--- src/rtl/core/shar_pkg.sv ---
// Shared types and constants for the SCSI host adapter register block.
package shar_pkg;

    // Event kinds carried on the input tuser
    typedef enum logic [2:0] {
        KIND_HOST_READ   = 3'd0,
        KIND_HOST_WRITE  = 3'd1,
        KIND_SET_PHASE   = 3'd2,
        KIND_SET_BUSY    = 3'd3,
        KIND_SET_REQUEST = 3'd4,
        KIND_PUT_BYTE    = 3'd5,
        KIND_REINIT      = 3'd6
    } kind_t;

    // Host register offsets
    localparam logic [1:0] OFF_DATA   = 2'd0;
    localparam logic [1:0] OFF_STATUS = 2'd1;
    localparam logic [1:0] OFF_SELECT = 2'd2;
    localparam logic [1:0] OFF_IRQ_EN = 2'd3;

    // Status bit positions
    localparam int unsigned ST_CND = 7;
    localparam int unsigned ST_INO = 6;
    localparam int unsigned ST_REQ = 5;
    localparam int unsigned ST_IRQ = 4;
    localparam int unsigned ST_BSY = 1;
    localparam int unsigned ST_MSG = 0;

    localparam int unsigned IN_TDATA_W  = 16;
    localparam int unsigned IN_TUSER_W  = 3;
    localparam int unsigned OUT_TDATA_W = 32;

    typedef struct packed {
        kind_t       kind;
        logic [1:0]  reg_offset;
        logic [7:0]  data_byte;
        logic        msg_flag;
        logic        cmd_flag;
        logic        in_flag;
        logic        level;
    } item_t;

    typedef struct packed {
        logic [7:0] read_data;
        logic [7:0] status_byte;
        logic       irq_line;
        logic       ack_flag;
        logic       sel_flag;
        logic [7:0] latched_byte;
    } result_t;

endpackage

--- src/rtl/core/scsi_host_adapter_registers.sv ---
// Top level of the SCSI host adapter register block.
//
// One input item is an event: a host read or write of one of four register
// offsets (data, status, select, irq enable), or a drive-side update (bus
// phase, busy, request, outgoing byte, reinit). The event kind rides on
// s_axis_tuser; the other fields are packed in s_axis_tdata.
// Every item gives exactly one result item on m_axis: the read value (zero
// unless a read of data or status), then the status byte, IRQ, ACK, SEL and
// the host latch as they stand after the event.
// An accepted item is held in the input register; the update logic feeds the state
// registers and the result register, which both load when the item moves on to the
// result register.
// Throughput: one item per cycle while m_axis_tready stays high; the state update is a
// read-modify-write of the adapter registers.
// Reset (rst_n low, asynchronous) clears all adapter state and drops both
// valid flags.
// When m_axis_tready is low the result register holds; the input register
// still takes one more item, after which s_axis_tready falls until the
// result is taken.
module scsi_host_adapter_registers
(
    input  logic                                clk,
    input  logic                                rst_n,
    input  logic                                s_axis_tvalid,
    output logic                                s_axis_tready,
    // [1:0] reg_offset, [9:2] data_byte, [10] msg_flag, [11] cmd_flag,
    // [12] in_flag, [13] level, [15:14] zero
    input  logic [shar_pkg::IN_TDATA_W-1:0]     s_axis_tdata,
    // [2:0] kind
    input  logic [shar_pkg::IN_TUSER_W-1:0]     s_axis_tuser,
    output logic                                m_axis_tvalid,
    input  logic                                m_axis_tready,
    // [7:0] read_data, [15:8] status_byte, [16] irq_line, [17] ack_flag,
    // [18] sel_flag, [26:19] latched_byte, [31:27] zero
    output logic [shar_pkg::OUT_TDATA_W-1:0]    m_axis_tdata
);

    shar_pkg::item_t   in_item_reg;
    shar_pkg::item_t   in_item_next;
    logic              in_valid_reg;
    shar_pkg::result_t out_result_reg;
    shar_pkg::result_t result_next;
    logic              out_valid_reg;
    logic              out_free;
    logic              advance;
    logic              accept;

    // Result register can load when empty or being drained this cycle
    assign out_free      = !out_valid_reg || m_axis_tready;
    assign advance       = in_valid_reg && out_free;
    assign s_axis_tready = !in_valid_reg || out_free;
    assign accept        = s_axis_tvalid && s_axis_tready;

    always_comb
    begin
        in_item_next.kind       = shar_pkg::kind_t'(s_axis_tuser[2:0]);
        in_item_next.reg_offset = s_axis_tdata[1:0];
        in_item_next.data_byte  = s_axis_tdata[9:2];
        in_item_next.msg_flag   = s_axis_tdata[10];
        in_item_next.cmd_flag   = s_axis_tdata[11];
        in_item_next.in_flag    = s_axis_tdata[12];
        in_item_next.level      = s_axis_tdata[13];
    end

    // Input stage
    always_ff @(posedge clk or negedge rst_n)
    begin
        if (!rst_n)
            in_valid_reg <= 1'b0;
        else if (accept)
            in_valid_reg <= 1'b1;
        else if (advance)
            in_valid_reg <= 1'b0;
    end

    always_ff @(posedge clk)
    begin
        if (accept)
            in_item_reg <= in_item_next;
    end

    // Adapter state and update; commits when the item moves on
    shar_regfile u_regfile
    (
        .clk    (clk),
        .rst_n  (rst_n),
        .fire   (advance),
        .item   (in_item_reg),
        .result (result_next)
    );

    // Result stage
    always_ff @(posedge clk or negedge rst_n)
    begin
        if (!rst_n)
            out_valid_reg <= 1'b0;
        else if (out_free)
            out_valid_reg <= in_valid_reg;
    end

    always_ff @(posedge clk)
    begin
        if (advance)
            out_result_reg <= result_next;
    end

    assign m_axis_tvalid = out_valid_reg;
    assign m_axis_tdata  = {5'b0,
                            out_result_reg.latched_byte,
                            out_result_reg.sel_flag,
                            out_result_reg.ack_flag,
                            out_result_reg.irq_line,
                            out_result_reg.status_byte,
                            out_result_reg.read_data};

    // Status bits 3 and 2 never set, IRQ mirrors status bit 4
    a_status_shape: assert property (@(posedge clk) disable iff (!rst_n)
        m_axis_tvalid |-> (m_axis_tdata[11:10] == 2'b00)
                          && (m_axis_tdata[16] == m_axis_tdata[12]))
        else $error("status shape broken");

    // Reinit leaves status, ACK and SEL cleared
    a_reinit_clears: assert property (@(posedge clk) disable iff (!rst_n)
        (advance && (in_item_reg.kind == shar_pkg::KIND_REINIT)) |=>
            (out_result_reg.status_byte == 8'h00) && !out_result_reg.ack_flag
            && !out_result_reg.sel_flag)
        else $error("reinit did not clear state");

    // Raising request drops ACK
    a_req_clears_ack: assert property (@(posedge clk) disable iff (!rst_n)
        (advance && (in_item_reg.kind == shar_pkg::KIND_SET_REQUEST)
                 && in_item_reg.level) |=>
            !out_result_reg.ack_flag && out_result_reg.status_byte[shar_pkg::ST_REQ])
        else $error("request did not clear ACK");

    // A held input item must not be lost while the output stalls
    a_no_drop: assert property (@(posedge clk) disable iff (!rst_n)
        (in_valid_reg && !advance) |=> in_valid_reg && $stable(in_item_reg))
        else $error("pending item dropped");

endmodule

--- src/rtl/core/shar_regfile.sv ---
// Adapter register state and its per-item update logic.
module shar_regfile
(
    input  logic              clk,
    input  logic              rst_n,
    input  logic              fire,
    input  shar_pkg::item_t   item,
    output shar_pkg::result_t result
);

    logic [7:0] status_reg, status_next;
    logic [7:0] bus_data_reg, bus_data_next;
    logic [7:0] host_latch_reg, host_latch_next;
    logic       ack_reg, ack_next;
    logic       sel_reg, sel_next;
    logic       irq_en_reg, irq_en_next;
    logic [7:0] rd;

    always_comb
    begin
        status_next     = status_reg;
        bus_data_next   = bus_data_reg;
        host_latch_next = host_latch_reg;
        ack_next        = ack_reg;
        sel_next        = sel_reg;
        irq_en_next     = irq_en_reg;
        rd              = 8'h00;
        unique case (item.kind)
            shar_pkg::KIND_HOST_READ:
            begin
                unique case (item.reg_offset)
                    shar_pkg::OFF_DATA:
                    begin
                        rd       = bus_data_reg;
                        ack_next = 1'b1;
                    end
                    shar_pkg::OFF_STATUS: rd = status_reg;
                    shar_pkg::OFF_SELECT: rd = 8'h00;
                    shar_pkg::OFF_IRQ_EN: rd = 8'h00;
                    default:              rd = 8'h00;
                endcase
            end
            shar_pkg::KIND_HOST_WRITE:
            begin
                unique case (item.reg_offset)
                    shar_pkg::OFF_DATA:
                    begin
                        host_latch_next = item.data_byte;
                        bus_data_next   = item.data_byte;
                        ack_next        = 1'b1;
                    end
                    shar_pkg::OFF_STATUS: ; // read-only to the host
                    shar_pkg::OFF_SELECT:
                    begin
                        host_latch_next = item.data_byte;
                        sel_next        = 1'b1;
                    end
                    shar_pkg::OFF_IRQ_EN:
                    begin
                        irq_en_next = item.data_byte[0];
                        if (!item.data_byte[0])
                            status_next[shar_pkg::ST_IRQ] = 1'b0;
                        else if (status_reg[shar_pkg::ST_REQ])
                            status_next[shar_pkg::ST_IRQ] = 1'b1;
                    end
                    default: ;
                endcase
            end
            shar_pkg::KIND_SET_PHASE:
            begin
                status_next[shar_pkg::ST_MSG] = item.msg_flag;
                status_next[shar_pkg::ST_CND] = item.cmd_flag;
                status_next[shar_pkg::ST_INO] = item.in_flag;
            end
            shar_pkg::KIND_SET_BUSY:
            begin
                status_next[shar_pkg::ST_BSY] = item.level;
                if (item.level)
                    sel_next = 1'b0;
            end
            shar_pkg::KIND_SET_REQUEST:
            begin
                status_next[shar_pkg::ST_REQ] = item.level;
                if (item.level)
                begin
                    ack_next = 1'b0;
                    if (irq_en_reg)
                        status_next[shar_pkg::ST_IRQ] = 1'b1;
                end
            end
            shar_pkg::KIND_PUT_BYTE: bus_data_next = item.data_byte;
            shar_pkg::KIND_REINIT:
            begin
                status_next = 8'h00;
                ack_next    = 1'b0;
                sel_next    = 1'b0;
                irq_en_next = 1'b0;
            end
            default: ; // unused kind: no change
        endcase
    end

    always_ff @(posedge clk or negedge rst_n)
    begin
        if (!rst_n)
        begin
            status_reg     <= 8'h00;
            bus_data_reg   <= 8'h00;
            host_latch_reg <= 8'h00;
            ack_reg        <= 1'b0;
            sel_reg        <= 1'b0;
            irq_en_reg     <= 1'b0;
        end
        else if (fire)
        begin
            status_reg     <= status_next;
            bus_data_reg   <= bus_data_next;
            host_latch_reg <= host_latch_next;
            ack_reg        <= ack_next;
            sel_reg        <= sel_next;
            irq_en_reg     <= irq_en_next;
        end
    end

    assign result.read_data    = rd;
    assign result.status_byte  = status_next;
    assign result.irq_line     = status_next[shar_pkg::ST_IRQ];
    assign result.ack_flag     = ack_next;
    assign result.sel_flag     = sel_next;
    assign result.latched_byte = host_latch_next;

endmodule

--- config.mk ---
export PLATFORM = sky130hd
export DESIGN_NAME = scsi_host_adapter_registers
export DESIGN_NICKNAME = d
export VERILOG_FILES = /design/src/rtl/core/shar_pkg.sv /design/src/rtl/core/scsi_host_adapter_registers.sv /design/src/rtl/core/shar_regfile.sv
export SDC_FILE = /design/constraint.sdc
export NUM_CORES = 1
export LEC_CHECK = 0
export ABC_CLOCK_PERIOD_IN_PS = 4580
export BUFFER_PORTS_ARGS = -buffer_cell sky130_fd_sc_hd__buf_2
export CAP_MARGIN = 10
export CELL_PAD_IN_SITES_DETAIL_PLACEMENT = 0
export CELL_PAD_IN_SITES_GLOBAL_PLACEMENT = 1
export CORE_MARGIN = 2
export CORE_UTILIZATION = 45
export DETAILED_ROUTE_END_ITERATION = 10
export GPL_ROUTABILITY_DRIVEN = 0
export HOLD_SLACK_MARGIN = 0.03
export PLACE_DENSITY_LB_ADDON = 0.1
export REMOVE_ABC_BUFFERS = 1
export SLEW_MARGIN = 20
export SYNTH_ARGS = -nofsm -noshare
export SYNTH_HDL_FRONTEND = slang
export SYNTH_SLANG_ARGS = --single-unit
--- constraint.sdc ---
create_clock -name clk -period 4.58 [get_ports clk]
set_clock_uncertainty 0.15 [all_clocks]
set_input_delay 0.687 -clock clk [delete_from_list [all_inputs] [get_ports clk]]
set_output_delay 0.687 -clock clk [all_outputs]
set_load 0.05 [all_outputs]
==> results <==
- The routed wirelength normalized by instance count is approximately 15 microns.
- Adding up every negative setup slack in the final design gives 0 ps.
- Across the VDD grid, the largest voltage drop is 247.1 uV.
- The die is 85.50 microns tall.
- The worst hold margin is 216.5 ps.
- The detailed-route vias per instance is 5.095.
- Timing would allow up to 0.4668 GHz.
- Data on the critical path is required at its endpoint by 4660 ps.
- The fraction of final layout cells sized beyond drive strength 1 is a little under two fifths.
- The worst path needs ~2100 ps of the cycle, external delays included.
- After detailed routing, the number of remaining DRC violations is 0.
- The die covers 0.007310 sq mm.
- The flop-to-flop setup slack is between 2000 and 2500 ps.
- The initial antenna violation count is 0.
- The longest clock path from root to sink contains 2 buffers.
- The worst setup path is launched from an input port.
- The final cycle utilization of the critical path is 46.78%.
- The largest net degree at the start of global routing is 33.
- The area of the core is 0.006386 sq mm.
- In this run the critical register-to-register path is launched from in_item_reg[12]$_DFFE_PP_.
- The number of hold violations in the final report is 0.
- The overall overflow remaining after global route is 0.
- The post-CTS setup repair buffer count is 0.
- The CTS buffer count is 9.
- The clock sink count is 72.
- By area the synthesized netlist is led by sky130_fd_sc_hd__edfxtp_1 43%, sky130_fd_sc_hd__dfrtp_1 24%, sky130_fd_sc_hd__mux2_2 6.4%.
- On the worst path, the slowest cell contributes a delay of ~420 ps.
- The overall routing resource usage is 15.00%.
- Once the floorplan was initialized, standard cells occupied 46.81% of the core.
- Clock-pin slew was measured on the worst setup and hold paths at approximately 80 ps.
- Summed over its instances, the top area cell type makes up 43.20% of the synthesized netlist area.
- The critical path contains buffers and inverters numbering 3 combined.
- The via count of the first global-routing pass was roughly 1600.
- In this run the worst path has a maximum fanout of 32.
- The cell with the biggest individual delay on the critical path is sky130_fd_sc_hd__buf_4.
- The number of antenna repair diodes is 0.
- The number of cells on the worst reg-to-reg path is 3.
- The flow ran to the end, and the final reports show no timing, DRC or antenna violations.
- Synthesis produced 204 cells.
- The final setup violation count is 0.
- The cell taking the most area after synthesis is sky130_fd_sc_hd__edfxtp_1.
- The total of buffers placed on input and output ports is 49.
- The total via count in the routed design is 1722.
- The row count is 29.
- The area of placed instances is ~0.0033 sq mm.
- The register with the most flip-flops in the layout has 26 of them.
- Relative to the synthesized area, the layout overhead comes to 15.74%.
- The category of the critical setup timing path is input port to flip-flop.
- The register bit total from synthesis is 72.
- The static leakage is 1.464 nW.
- In this run, the number of DRC markers left after iteration 0 of detailed routing was 97.
- The count of final max-slew check failures is 0.
- Once layout is complete, the utilization of the core stands at 54.17%.
- The mean instance size in the synthesized netlist is approximately 15 sq um.
- Once detail routing completed, the nets flagged for antenna violations numbered 0.
- The final HPWL from detailed placement is 3323 microns.
- The total power density per cell area is 480.6 mW/mm^2.
- Setup repair after global routing left no endpoint under its margin.
- TritonCTS built the clock tree.
- Grouping stages by cell kind, the critical path spends the most delay in buffers and inverters.
- The pre-antenna-repair detailed-routing pass consisted of 4 iterations.
- The count of different cell masters after synthesis is 38.
- After routing the design area is 0.003460 sq mm.
- The number of ports placed on the die boundary is 57.
- The count of fill cells added during filler insertion is 529.
- The critical path goes through buf_2 > nand2b_1 > nand2_1 > inv_2 > buf_4 > nand2_8 > mux2_4.
- STA classifies the critical path endpoint as a flip-flop.
- The number of hold buffers added after CTS is 0.
- For this block, the routed nets add up to 5023 microns of wire.
- The count of max-cap constraint violations is 0.
- At the pin with the least slew margin, the transition time is 793.0 ps.
- In the final design database the tool counted 279 nets.
- The worst-case headroom to the max-slew limit is 47.13%.
- The critical register-to-register path endpoint is u_regfile.bus_data_reg[5]$_DFFE_PN0P_.
- During synthesis, Yosys emitted a total of 0 warnings.
- The share of the Yosys chip area taken by registers is 67.48%.
- For the worst-skew pair, the clock arrives at the later sink with an insertion delay of 350 ps.
- The maximum level of the CTS H-tree is 3.
- Summing every instance area after synthesis gives 0.002989 sq mm.
- The clock root buffer master is sky130_fd_sc_hd__clkbuf_8.
- The width of the chip is 85.50 microns.
- The global-route wire length before repair is 8176 microns.
- The post-CTS resize count is 0.
- The arrival time reported for the critical path endpoint is 2230 ps.
- The worst hold path belongs to the class input port to async pin.
-- area by class of cell --
type | instances | area (sq um) | share of cell area [%]
well taps | 77 | 96.34 | 2.785
clock inverters | 5 | 58.81 | 1.700
flip-flops and latches | 72 | 2017 | 58.30
multi-input cells | 120 | 892.1 | 25.79
inverters | 3 | 11.26 | 0.3255
clock buffers | 11 | 131.4 | 3.797
repair buffers | 50 | 252.7 | 7.306
-- metrics by stage --
step | instances | total power (W) | setup slack [ps]
after floorplan | 195 | 0.001120 | 2169
after global placement | 322 | 0.001190 | 2073
after detailed placement | 322 | 0.001194 | 2063
after CTS | 338 | 0.001678 | 2413
after global routing | 338 | 0.001741 | 2298
final | 338 | 0.001663 | 2438
-- cells in the mapped netlist, drive strengths merged --
library cell / count
o22ai: 1
nand2b: 8
nand3: 1
or3b: 1
nand3b: 1
conb: 1
edfxtp: 43
or2b: 1
or2: 1
mux2i: 8
mux2: 25
nor2b: 2
o2111ai: 1
o21ba: 1
nand2: 15
inv: 3
dfrtp: 29
o31ai: 1
buf: 9
a21oi: 7
o21a: 2
or4: 1
a22o: 2
nor4: 1
nor3: 1
clkbuf: 4
o21ai: 15
nor2: 13
a31o: 1
o211ai: 1
and2: 3
o22a: 1
-- layer usage --
metal	track usage [%]	up-vias	share of wire, %
li1	-	831	-
met1	20.57	827	45
met2	22.44	55	48
met3	3.176	9	4.2
met4	8.225	0	2.2
met5	0	-	0
-- how the worst max path moves through the flow --
| stage | from | to | cells past startpoint |
|---|---|---|---|
| after CTS | in_item_reg[12]$_DFFE_PP_ | u_regfile.bus_data_reg[5]$_DFFE_PN0P_ | 3 |
| after global routing | in_item_reg[12]$_DFFE_PP_ | u_regfile.bus_data_reg[5]$_DFFE_PN0P_ | 3 |
| after floorplan | m_axis_tready | u_regfile.bus_data_reg[0]$_DFFE_PN0P_ | 5 |
| final | m_axis_tready | u_regfile.host_latch_reg[7]$_DFFE_PN0P_ | 7 |
| after detailed placement | m_axis_tready | u_regfile.host_latch_reg[4]$_DFFE_PN0P_ | 7 |
| after global placement | m_axis_tready | u_regfile.host_latch_reg[7]$_DFFE_PN0P_ | 7 |
-- power by group --
part	switching, W	internal (W)
Sequential	0.0000594	0.000803
Combinational	0.000193	0.000121
Clock	0.000234	0.000252
Total	0.000487	0.00118
-- cell usage in the layout, fill, tap and decap left out, types with 2 or more instances in the layout --
cell / instances
sky130_fd_sc_hd__mux2_4: 8
sky130_fd_sc_hd__dfrtp_1: 29
sky130_fd_sc_hd__nand2b_1: 8
sky130_fd_sc_hd__a22o_1: 2
sky130_fd_sc_hd__clkbuf_8: 9
sky130_fd_sc_hd__conb_1: 5
sky130_fd_sc_hd__nor2b_1: 2
sky130_fd_sc_hd__clkinvlp_4: 2
sky130_fd_sc_hd__mux2_2: 17
sky130_fd_sc_hd__clkbuf_1: 2
sky130_fd_sc_hd__o21a_1: 2
sky130_fd_sc_hd__inv_1: 2
sky130_fd_sc_hd__nor2_1: 12
sky130_fd_sc_hd__buf_2: 49
sky130_fd_sc_hd__mux2i_1: 8
sky130_fd_sc_hd__and2_1: 3
sky130_fd_sc_hd__edfxtp_1: 43
sky130_fd_sc_hd__nand2_1: 14
sky130_fd_sc_hd__o21ai_0: 15
sky130_fd_sc_hd__a21oi_1: 7
-- cell families after synthesis --
family          count (synthesis)  synth area share (%)
buf+inv                        16                 3.181
other cells                     1                0.1255
flops                          72                 67.48
compound gates                 33                 6.907
simple gates                   49                 9.209
mux                            33                 13.10
Power figures use the tool's default switching activity.
